==> src/rtl/ccc_pkg.sv <==
// ----------------------------------------------------------------------------
// ccc_pkg
// Shared types and constants of the cycle counter calibrator.
// ----------------------------------------------------------------------------
package ccc_pkg;

	// field and datapath widths
	localparam int unsigned STAMP_W      = 64;
	localparam int unsigned SAMPLE_W     = 16;
	localparam int unsigned OP_W         = 2;
	localparam int unsigned STATUS_W     = 2;
	localparam int unsigned TICKS_W      = 16;
	localparam int unsigned REFHZ_W      = 27;
	localparam int unsigned CFG_DATA_W   = 27;
	localparam int unsigned CFG_INDEX_W  = 1;
	localparam int unsigned ELAPSED_W    = 32;
	localparam int unsigned DIV_W        = 64;
	localparam int unsigned MUL_A_W      = 32;
	localparam int unsigned MUL_C_W      = 20;
	localparam int unsigned MUL_W        = MUL_A_W + MUL_C_W;
	localparam int unsigned IN_TDATA_W   = 80;
	localparam int unsigned OUT_TDATA_W  = 136;

	// default width of the reference down-counter
	localparam int unsigned COUNTER_BITS_DEF = 16;

	// microseconds per second
	localparam logic [MUL_C_W-1:0] US_PER_SEC = 20'd1000000;

	// register reset values
	localparam logic [TICKS_W-1:0] CALIB_TICKS_RST = 16'd50;
	localparam logic [REFHZ_W-1:0] REF_CLOCK_HZ_RST = 27'd1193182;

	// register indexes
	localparam logic [CFG_INDEX_W-1:0] REG_CALIB_TICKS  = 1'b0;
	localparam logic [CFG_INDEX_W-1:0] REG_REF_CLOCK_HZ = 1'b1;

	// opcodes
	localparam logic [OP_W-1:0] OP_START   = 2'd0;
	localparam logic [OP_W-1:0] OP_SAMPLE  = 2'd1;
	localparam logic [OP_W-1:0] OP_CONVERT = 2'd2;

	// result kinds
	localparam logic KIND_CALIB = 1'b0;
	localparam logic KIND_CONV  = 1'b1;

	// result status codes
	localparam logic [STATUS_W-1:0] ST_OK    = 2'd0;
	localparam logic [STATUS_W-1:0] ST_ZERO  = 2'd1;
	localparam logic [STATUS_W-1:0] ST_UNCAL = 2'd2;

	// sequencer states
	typedef enum logic [3:0] {
		S_IDLE,
		S_DECODE,
		S_CHECK,
		S_MUL_PER,
		S_PMUL_LO,
		S_PMUL_HI,
		S_PMUL_SUM,
		S_MUL_LO,
		S_MUL_HI,
		S_MUL_SUM,
		S_DIV_GO,
		S_DIV_WAIT,
		S_OUT
	} state_t;

	// what the shared divider is working on
	typedef enum logic [1:0] {
		PH_PERIOD,
		PH_FREQ,
		PH_MHZ,
		PH_CONV
	} phase_t;

	// divider request and answer
	typedef struct packed {
		logic             start;
		logic [DIV_W-1:0] dividend;
		logic [DIV_W-1:0] divisor;
	} div_req_t;

	typedef struct packed {
		logic             done;
		logic [DIV_W-1:0] quotient;
	} div_rsp_t;

endpackage

==> src/rtl/ccc_div.sv <==
// ----------------------------------------------------------------------------
// ccc_div
// Restoring radix-2 divider, one quotient bit per cycle, registered result.
// ----------------------------------------------------------------------------
module ccc_div (
	input  logic               clk,
	input  logic               arst_n,
	input  ccc_pkg::div_req_t  req,
	output ccc_pkg::div_rsp_t  rsp
);
	import ccc_pkg::*;

	localparam int unsigned CNT_W = $clog2(DIV_W);
	localparam logic [CNT_W-1:0] CNT_LAST = CNT_W'(DIV_W - 1);

	logic             busy_q;
	logic             done_q;
	logic [CNT_W-1:0] cnt_q;
	logic [DIV_W:0]   rem_q;
	logic [DIV_W-1:0] quo_q;
	logic [DIV_W-1:0] den_q;

	logic [DIV_W:0]   shifted;
	logic             fits;

	// trial subtract of the shifted partial remainder
	always_comb begin
		shifted = {rem_q[DIV_W-1:0], quo_q[DIV_W-1]};
		fits    = (shifted >= {1'b0, den_q});
	end

	// control
	always_ff @(posedge clk or negedge arst_n) begin
		if (!arst_n) begin
			busy_q <= 1'b0;
			done_q <= 1'b0;
			cnt_q  <= '0;
		end else begin
			done_q <= busy_q && (cnt_q == CNT_LAST);
			if (req.start) begin
				busy_q <= 1'b1;
				cnt_q  <= '0;
			end else if (busy_q) begin
				cnt_q <= cnt_q + 1'b1;
				if (cnt_q == CNT_LAST) begin
					busy_q <= 1'b0;
				end
			end
		end
	end

	// remainder and quotient shift
	always_ff @(posedge clk) begin
		if (req.start) begin
			rem_q <= '0;
			quo_q <= req.dividend;
			den_q <= req.divisor;
		end else if (busy_q) begin
			rem_q <= fits ? (shifted - {1'b0, den_q}) : shifted;
			quo_q <= {quo_q[DIV_W-2:0], fits};
		end
	end

	assign rsp.done     = done_q;
	assign rsp.quotient = quo_q;

endmodule

==> src/rtl/cycle_counter_calibrator.sv <==
// ----------------------------------------------------------------------------
// cycle_counter_calibrator
// Calibrates a free-running cycle counter against a down-counting timer.
// ----------------------------------------------------------------------------
// Input requests arrive on the s_axis channel: tuser carries the opcode
// (start, counter sample, convert), tdata the counter sample and cycle stamp.
// Results leave on m_axis: tuser is the kind (calibration done or
// conversion answer), tdata the frequency, microseconds and status.
// Registers calib_ticks and ref_clock_hz are written on the cfg port.
// One request is taken at a time; s_axis_tready is high only while the
// sequencer is idle. A start or a sample that does not close the window
// frees the input from the decode or check state. A closing sample runs
// three divisions on the shared divider and seven 32x20 multiply and add
// steps. A convert request runs one division; an uncalibrated or sub-MHz
// read answers without a division. The input is free again in the cycle
// after the result is loaded. The result sits in an output register; a
// stalled receiver holds it there, the next request is still accepted and
// its result waits for the slot. Reset clears the registers to their
// defaults and the block uncalibrated.
// ----------------------------------------------------------------------------
module cycle_counter_calibrator #(
	parameter int unsigned COUNTER_BITS = ccc_pkg::COUNTER_BITS_DEF
) (
	input  logic                                clk,
	input  logic                                arst_n,
	// config write port
	input  logic                                cfg_we,
	input  logic [ccc_pkg::CFG_INDEX_W-1:0]     cfg_index,
	input  logic [ccc_pkg::CFG_DATA_W-1:0]      cfg_data,
	// request channel
	input  logic                                s_axis_tvalid,
	output logic                                s_axis_tready,
	// counter_sample [15:0], cycle_stamp [79:16]
	input  logic [ccc_pkg::IN_TDATA_W-1:0]      s_axis_tdata,
	// opcode [1:0]
	input  logic [ccc_pkg::OP_W-1:0]            s_axis_tuser,
	// result channel
	output logic                                m_axis_tvalid,
	input  logic                                m_axis_tready,
	// cycle_freq_hz [63:0], microseconds [127:64], status [129:128], zero fill
	output logic [ccc_pkg::OUT_TDATA_W-1:0]     m_axis_tdata,
	// kind [0]
	output logic                                m_axis_tuser
);
	import ccc_pkg::*;

	localparam int unsigned EW = (COUNTER_BITS > SAMPLE_W) ? COUNTER_BITS : SAMPLE_W;
	localparam int unsigned MASK_BITS = (COUNTER_BITS < SAMPLE_W) ? COUNTER_BITS : SAMPLE_W;
	localparam logic [SAMPLE_W-1:0] SAMPLE_MASK =
		SAMPLE_W'((33'd1 << MASK_BITS) - 33'd1);

	state_t state_q, state_d;
	phase_t phase_q, phase_d;

	// config registers
	logic [TICKS_W-1:0] calib_ticks_q;
	logic [REFHZ_W-1:0] ref_hz_q;

	// latched request
	logic [OP_W-1:0]     item_op_q;
	logic [SAMPLE_W-1:0] item_sample_q;
	logic [STAMP_W-1:0]  item_stamp_q;

	// calibration state
	logic [STAMP_W-1:0]   start_stamp_q;
	logic [SAMPLE_W-1:0]  last_sample_q;
	logic [ELAPSED_W-1:0] elapsed_q;
	logic                 measuring_q;
	logic [STAMP_W-1:0]   freq_store_q;
	logic [STAMP_W-1:0]   mhz_q;

	// working registers
	logic [STAMP_W-1:0] cycles_q;
	logic [MUL_W-1:0]   mul_q;
	logic [STAMP_W-1:0] acc_q;
	logic [DIV_W-1:0]   period_q;
	// period times 10^6, divisor for the frequency in MHz
	logic [DIV_W-1:0]   period_scaled_q;

	// pending result
	logic                res_kind_q;
	logic [STAMP_W-1:0]  res_freq_q;
	logic [STAMP_W-1:0]  res_us_q;
	logic [STATUS_W-1:0] res_status_q;

	// output register
	logic                out_valid_q;
	logic                out_kind_q;
	logic [STAMP_W-1:0]  out_freq_q;
	logic [STAMP_W-1:0]  out_us_q;
	logic [STATUS_W-1:0] out_status_q;

	logic                 accept;
	logic                 out_load;
	logic [EW-1:0]        diff_w;
	logic [COUNTER_BITS-1:0] delta;
	logic [ELAPSED_W:0]   sum;
	logic [ELAPSED_W-1:0] elapsed_next;
	logic                 window_done;
	logic [MUL_A_W-1:0]   mul_a;
	div_req_t             div_req;
	div_rsp_t             div_rsp;
	logic [DIV_W-1:0]     quo;

	assign accept = s_axis_tvalid && s_axis_tready;
	assign quo    = div_rsp.quotient;

	// elapsed down-count, modulo the counter width, saturating total
	always_comb begin
		diff_w       = EW'(last_sample_q) - EW'(item_sample_q);
		delta        = diff_w[COUNTER_BITS-1:0];
		sum          = {1'b0, elapsed_q} + (ELAPSED_W + 1)'(delta);
		elapsed_next = sum[ELAPSED_W] ? '1 : sum[ELAPSED_W-1:0];
		window_done  = (elapsed_q >= ELAPSED_W'(calib_ticks_q));
	end

	// shared 32x20 multiplier operand
	always_comb begin
		case (state_q)
			S_MUL_PER: mul_a = MUL_A_W'(calib_ticks_q);
			S_PMUL_LO: mul_a = period_q[MUL_A_W-1:0];
			S_PMUL_HI: mul_a = period_q[DIV_W-1:MUL_A_W];
			S_MUL_LO:  mul_a = cycles_q[MUL_A_W-1:0];
			default:   mul_a = cycles_q[STAMP_W-1:MUL_A_W];
		endcase
	end

	// divider operands
	always_comb begin
		div_req.start = (state_q == S_DIV_GO);
		case (phase_q)
			PH_PERIOD: begin
				div_req.dividend = DIV_W'(mul_q);
				div_req.divisor  = DIV_W'(ref_hz_q);
			end
			PH_FREQ: begin
				div_req.dividend = acc_q;
				div_req.divisor  = period_q;
			end
			// frequency in MHz straight from the wrapped product
			PH_MHZ: begin
				div_req.dividend = acc_q;
				div_req.divisor  = period_scaled_q;
			end
			default: begin
				div_req.dividend = item_stamp_q;
				div_req.divisor  = mhz_q;
			end
		endcase
	end

	ccc_div u_div (
		.clk    (clk),
		.arst_n (arst_n),
		.req    (div_req),
		.rsp    (div_rsp)
	);

	// sequencer state register
	always_ff @(posedge clk or negedge arst_n) begin
		if (!arst_n) begin
			state_q <= S_IDLE;
			phase_q <= PH_PERIOD;
		end else begin
			state_q <= state_d;
			phase_q <= phase_d;
		end
	end

	// next state and handshake
	always_comb begin
		state_d       = state_q;
		phase_d       = phase_q;
		s_axis_tready = 1'b0;
		out_load      = 1'b0;
		case (state_q)
			S_IDLE: begin
				s_axis_tready = 1'b1;
				if (s_axis_tvalid) begin
					state_d = S_DECODE;
				end
			end
			S_DECODE: begin
				case (item_op_q)
					OP_SAMPLE: state_d = measuring_q ? S_CHECK : S_IDLE;
					OP_CONVERT: begin
						if (freq_store_q == '0 || mhz_q == '0) begin
							state_d = S_OUT;
						end else begin
							phase_d = PH_CONV;
							state_d = S_DIV_GO;
						end
					end
					default: state_d = S_IDLE;
				endcase
			end
			S_CHECK: begin
				if (!window_done) begin
					state_d = S_IDLE;
				end else if (ref_hz_q == '0) begin
					state_d = S_OUT;
				end else begin
					state_d = S_MUL_PER;
				end
			end
			S_MUL_PER: begin
				phase_d = PH_PERIOD;
				state_d = S_DIV_GO;
			end
			S_PMUL_LO:  state_d = S_PMUL_HI;
			S_PMUL_HI:  state_d = S_PMUL_SUM;
			S_PMUL_SUM: state_d = S_MUL_LO;
			S_MUL_LO:  state_d = S_MUL_HI;
			S_MUL_HI:  state_d = S_MUL_SUM;
			S_MUL_SUM: begin
				phase_d = PH_FREQ;
				state_d = S_DIV_GO;
			end
			S_DIV_GO:  state_d = S_DIV_WAIT;
			S_DIV_WAIT: begin
				if (div_rsp.done) begin
					case (phase_q)
						PH_PERIOD: state_d = (quo == '0) ? S_OUT : S_PMUL_LO;
						PH_FREQ: begin
							if (quo == '0) begin
								state_d = S_OUT;
							end else begin
								phase_d = PH_MHZ;
								state_d = S_DIV_GO;
							end
						end
						default: state_d = S_OUT;
					endcase
				end
			end
			S_OUT: begin
				if (!out_valid_q || m_axis_tready) begin
					out_load = 1'b1;
					state_d  = S_IDLE;
				end
			end
			default: state_d = S_IDLE;
		endcase
	end

	// config registers
	always_ff @(posedge clk or negedge arst_n) begin
		if (!arst_n) begin
			calib_ticks_q <= CALIB_TICKS_RST;
			ref_hz_q      <= REF_CLOCK_HZ_RST;
		end else if (cfg_we) begin
			case (cfg_index)
				REG_CALIB_TICKS:  calib_ticks_q <= cfg_data[TICKS_W-1:0];
				REG_REF_CLOCK_HZ: ref_hz_q      <= cfg_data[REFHZ_W-1:0];
				default: ;
			endcase
		end
	end

	// request latch
	always_ff @(posedge clk) begin
		if (accept) begin
			item_op_q     <= s_axis_tuser;
			item_sample_q <= s_axis_tdata[SAMPLE_W-1:0] & SAMPLE_MASK;
			item_stamp_q  <= s_axis_tdata[SAMPLE_W +: STAMP_W];
		end
	end

	// calibration state
	always_ff @(posedge clk or negedge arst_n) begin
		if (!arst_n) begin
			start_stamp_q <= '0;
			last_sample_q <= '0;
			elapsed_q     <= '0;
			measuring_q   <= 1'b0;
			freq_store_q  <= '0;
			mhz_q         <= '0;
		end else begin
			case (state_q)
				S_DECODE: begin
					if (item_op_q == OP_START) begin
						start_stamp_q <= item_stamp_q;
						last_sample_q <= item_sample_q;
						elapsed_q     <= '0;
						measuring_q   <= 1'b1;
					end else if (item_op_q == OP_SAMPLE && measuring_q) begin
						elapsed_q     <= elapsed_next;
						last_sample_q <= item_sample_q;
					end
				end
				S_CHECK: begin
					if (window_done) begin
						measuring_q <= 1'b0;
						if (ref_hz_q == '0) begin
							freq_store_q <= '0;
						end
					end
				end
				S_DIV_WAIT: begin
					if (div_rsp.done) begin
						case (phase_q)
							PH_PERIOD: if (quo == '0) freq_store_q <= '0;
							PH_FREQ:   freq_store_q <= quo;
							PH_MHZ:    mhz_q <= quo;
							default: ;
						endcase
					end
				end
				default: ;
			endcase
		end
	end

	// multiply steps and working registers
	always_ff @(posedge clk) begin
		case (state_q)
			S_CHECK:   cycles_q <= item_stamp_q - start_stamp_q;
			S_MUL_PER: mul_q <= MUL_W'(mul_a) * MUL_W'(US_PER_SEC);
			S_PMUL_LO: mul_q <= MUL_W'(mul_a) * MUL_W'(US_PER_SEC);
			S_PMUL_HI: begin
				period_scaled_q <= DIV_W'(mul_q);
				mul_q           <= MUL_W'(mul_a) * MUL_W'(US_PER_SEC);
			end
			S_PMUL_SUM: period_scaled_q <= period_scaled_q +
				{mul_q[MUL_A_W-1:0], {MUL_A_W{1'b0}}};
			S_MUL_LO:  mul_q <= MUL_W'(mul_a) * MUL_W'(US_PER_SEC);
			S_MUL_HI: begin
				acc_q <= STAMP_W'(mul_q);
				mul_q <= MUL_W'(mul_a) * MUL_W'(US_PER_SEC);
			end
			S_MUL_SUM: acc_q <= acc_q + {mul_q[MUL_A_W-1:0], {MUL_A_W{1'b0}}};
			S_DIV_WAIT: begin
				if (div_rsp.done && phase_q == PH_PERIOD) begin
					period_q <= quo;
				end
			end
			default: ;
		endcase
	end

	// pending result fields
	always_ff @(posedge clk) begin
		case (state_q)
			S_DECODE: begin
				res_kind_q <= KIND_CONV;
				res_us_q   <= '0;
				if (freq_store_q == '0) begin
					res_freq_q   <= '0;
					res_status_q <= ST_UNCAL;
				end else begin
					res_freq_q   <= freq_store_q;
					res_status_q <= ST_ZERO;
				end
			end
			S_CHECK: begin
				res_kind_q   <= KIND_CALIB;
				res_freq_q   <= '0;
				res_us_q     <= '0;
				res_status_q <= ST_ZERO;
			end
			S_DIV_WAIT: begin
				if (div_rsp.done) begin
					case (phase_q)
						PH_PERIOD: begin
							res_kind_q   <= KIND_CALIB;
							res_freq_q   <= '0;
							res_us_q     <= '0;
							res_status_q <= ST_ZERO;
						end
						PH_FREQ: begin
							res_kind_q   <= KIND_CALIB;
							res_freq_q   <= quo;
							res_us_q     <= '0;
							res_status_q <= (quo == '0) ? ST_ZERO : ST_OK;
						end
						PH_MHZ: res_status_q <= ST_OK;
						default: begin
							res_kind_q   <= KIND_CONV;
							res_freq_q   <= freq_store_q;
							res_us_q     <= quo;
							res_status_q <= ST_OK;
						end
					endcase
				end
			end
			default: ;
		endcase
	end

	// output register
	always_ff @(posedge clk or negedge arst_n) begin
		if (!arst_n) begin
			out_valid_q <= 1'b0;
		end else if (out_load) begin
			out_valid_q <= 1'b1;
		end else if (m_axis_tready) begin
			out_valid_q <= 1'b0;
		end
	end

	always_ff @(posedge clk) begin
		if (out_load) begin
			out_kind_q   <= res_kind_q;
			out_freq_q   <= res_freq_q;
			out_us_q     <= res_us_q;
			out_status_q <= res_status_q;
		end
	end

	assign m_axis_tvalid = out_valid_q;
	assign m_axis_tuser  = out_kind_q;
	assign m_axis_tdata  = {
		(OUT_TDATA_W - 2 * STAMP_W - STATUS_W)'(0),
		out_status_q, out_us_q, out_freq_q
	};

endmodule

==> config.mk <==
export PLATFORM = sky130hd
export DESIGN_NAME = cycle_counter_calibrator
export DESIGN_NICKNAME = d
export VERILOG_FILES = /design/src/rtl/ccc_pkg.sv /design/src/rtl/ccc_div.sv /design/src/rtl/cycle_counter_calibrator.sv
export SDC_FILE = /design/constraint.sdc
export NUM_CORES = 2
export LEC_CHECK = 0
export BUFFER_PORTS_ARGS = -buffer_cell sky130_fd_sc_hd__buf_4
export CAP_MARGIN = 20
export CORE_ASPECT_RATIO = 2
export CORE_UTILIZATION = 24
export DETAILED_ROUTE_END_ITERATION = 7
export SLEW_MARGIN = 25
export SYNTH_ARGS = -nofsm -noshare
export SYNTH_HDL_FRONTEND = slang
export SYNTH_SLANG_ARGS = --single-unit
export TNS_END_PERCENT = 30
==> constraint.sdc <==
create_clock -name clk -period 9.43 [get_ports clk]
set_input_delay 0 -clock clk [delete_from_list [all_inputs] [get_ports clk]]
set_output_delay 0 -clock clk [all_outputs]
set_load 0.05 [all_outputs]
==> reports/metrics.cfg <==
[critical_path]
required_ns = 9.95
path_common_cell = inv_1
critical_path_class = reg -> reg
cp_top_family = adder cells
crit_path_top_delay_cell = nor2_4
cp-end-kind = flop
start_kind = flop
crit_buf_inv = 6
worstPathArrival_ns = 9.48
crit_path_max_incr_delay_ns = 0.82
crit_fanout = 31

[yosys]
yosysMostFrequentCell = nand2_1
synth-edff-count = 762
synthFlopType = edfxtp_1
syn_inst = 5894
yosysWarnings = 0
synthArstFlopShare = 0.266
syn_avg_cell_area_um2 = 10.7
ys_seq_area_frac = 0.502
yosys.area.top_type = edfxtp_1
syn_area_mm2 = 0.0631
yosys-top-cells-area = edfxtp_1 (36%), dfrtp_1 (11%), ha_1 (7.6%), nand2_1 (4.8%), fa_1 (4.2%)
synth_common_cells = nand2_1 (800), edfxtp_1 (762), inv_1 (466)
ys_seq_elements = 1125
ys_types = 83
synth.top_cell.area_share = 0.363

[timing]
max_slew.worst_pin.slew_ns = 1.07
setup_viol = 0
finalHoldViolCount = 0
relSlewSlack = 0.284
fin_worst_skew_ns = 0.0905
grt_setup_unrepaired = no
fin_crit_sh = 0.950
setup_tns_ns = 0
slew_viol_final = 0
fmax_ghz = 0.112
min_period_ns = 8.96

[clocking]
post_cts.repair.setup_buffers = 0
cts_root_buffer = clkbuf_16
htreeDepth = 3
cts_sinks = 1125
clk_latency_ns = 0.79
cts_tree = yes
clock_path_buffers = 3
clk_pin_slew_worst_paths_ns = 0.07
holdBufCountCts = 212
ctsResizeCount = 0
cts_made_buffers = 106

[layout]
area_delta_synth_final_pct = 19.4
final_net_count = 6957
drive_above_1_share = 0.133

[detailed_routing]
vias_per_cell = 4.86
first_iter_violations = 3497
routedWlPerCell_um = 26.1
via_count = 48200
drc = 0
ant_nets = 0
firstDrtPassIters = 6
drt_wl_total_um = 259000

[grt]
grt_pass1_vias = 49100
antenna_found_initial = 30
grt-ovfl-total = 0
grt_pass1_wl_um = 363000
grt_start_max_net_pins = 178
grt_use_total = 0.194

[floorplanning]
start_util = 0.242
die_w_um = 365
die_area_mm2 = 0.265
design.core.area_mm2 = 0.261
fp-row-count = 265
die_h_um = 727
ios = 254

[status]
outcome = finished, final reports clean

[place]
place.gp.congestion = 1.02
dp.final_hpwl_um = 204000
port_buffers = 247

[min_path]
hp-class = in -> reg

[run]
max-cap-violations = 0

==> per-stage QoR <==
step | area (um2) | hold slack, ns | util | std cells | setup WS [ns]
2_1_floorplan | 63100 | -0.296 | - | 5899 | 1.09
3_5_place_dp | 69500 | 0.0713 | 0.266 | 9477 | 0.539
4_1_cts | 75300 | 0.00300 | 0.288 | 9889 | 0.532
3_3_place_gp | 69500 | 0.0678 | 0.266 | 9477 | 0.665
5_1_grt | 75300 | 0.0232 | 0.289 | 9899 | 0.0380
6_report | 75400 | 0.0137 | 0.289 | 9911 | 0.472
==> worst paths after layout <==
kind | startpoint | to | slack (ns) | cells past startpoint
worst max register to register | state_q[2] | mul_q[51] | 0.47 | 28
min in group asynchronous | arst_n | ref_hz_q[20] | 0.46 | 3
worst min-delay path | s_axis_tdata[79] | item_stamp_q[63] | 0.01 | 2
worst min register to register | res_us_q[58] | out_us_q[58] | 0.40 | 0
worst max-delay path | state_q[2] | mul_q[51] | 0.47 | 28
max in group asynchronous | arst_n | freq_store_q[41] | 7.33 | 5
==> layout by cell type, fill, tap and decap left out, types with 40 or more instances in the layout <==
cell,synthesis,final
o22ai_1,75,74
nor2_1,255,248
nand3_1,90,88
o21ai_0,441,441
nand2_1,800,800
mux2_2,195,195
clkbuf_16,0,106
a21oi_1,338,336
and2_1,41,41
dfxtp_1,64,64
nor2b_1,66,64
fa_1,131,131
inv_1,466,464
nor4_1,67,59
nand4_1,81,81
dlygate4sd3_1,0,211
mux2i_1,61,61
and3_1,87,85
nand2b_1,40,40
xnor2_1,149,149
a21o_1,128,128
buf_4,6,374
a22o_1,48,48
ha_1,384,384
xor2_1,93,93
nor3_1,51,48
a22oi_1,47,47
dfrtp_1,285,282
edfxtp_1,762,762
==> logic make-up (layout without fill, tap and decap cells) <==
logic type / after synthesis / count (layout) / synth area share
mux: 277 / 277 / 0.0520
xor+xnor: 242 / 242 / 0.0336
other cells: 1 / 27 / 0.0000594
simple gates: 1644 / 1644 / 0.119
compound gates: 1352 / 1352 / 0.131
fa+ha+maj: 515 / 515 / 0.118
buf+inv: 738 / 1258 / 0.0443
flops: 1125 / 1125 / 0.502
==> routing by layer <==
layer | wire length (um) | global-route usage | up-vias | part of all wire
li1 | - | - | 21900 | -
met1 | 82100 | 0.180 | 23900 | 0.32
met2 | 133000 | 0.351 | 1663 | 0.51
met3 | 11600 | 0.0274 | 690 | 0.045
met4 | 32000 | 0.198 | 10 | 0.12
met5 | 69 | 0 | - | 0.00027
==> cell type report <==
cell class              instances  area, um2
clock inverters                67        785
well taps                    3471       4340
fillers                     27000     186000
repair buffers                591       5040
inverters                     467       1760
multi-input cells            4036      28900
clock buffers                 133       2810
diodes                         21       52.6
flip-flops and latches       1125      31700
Power is not shown: default switching activity piles up to over one toggle a cycle in this logic, so the estimate is an artifact.
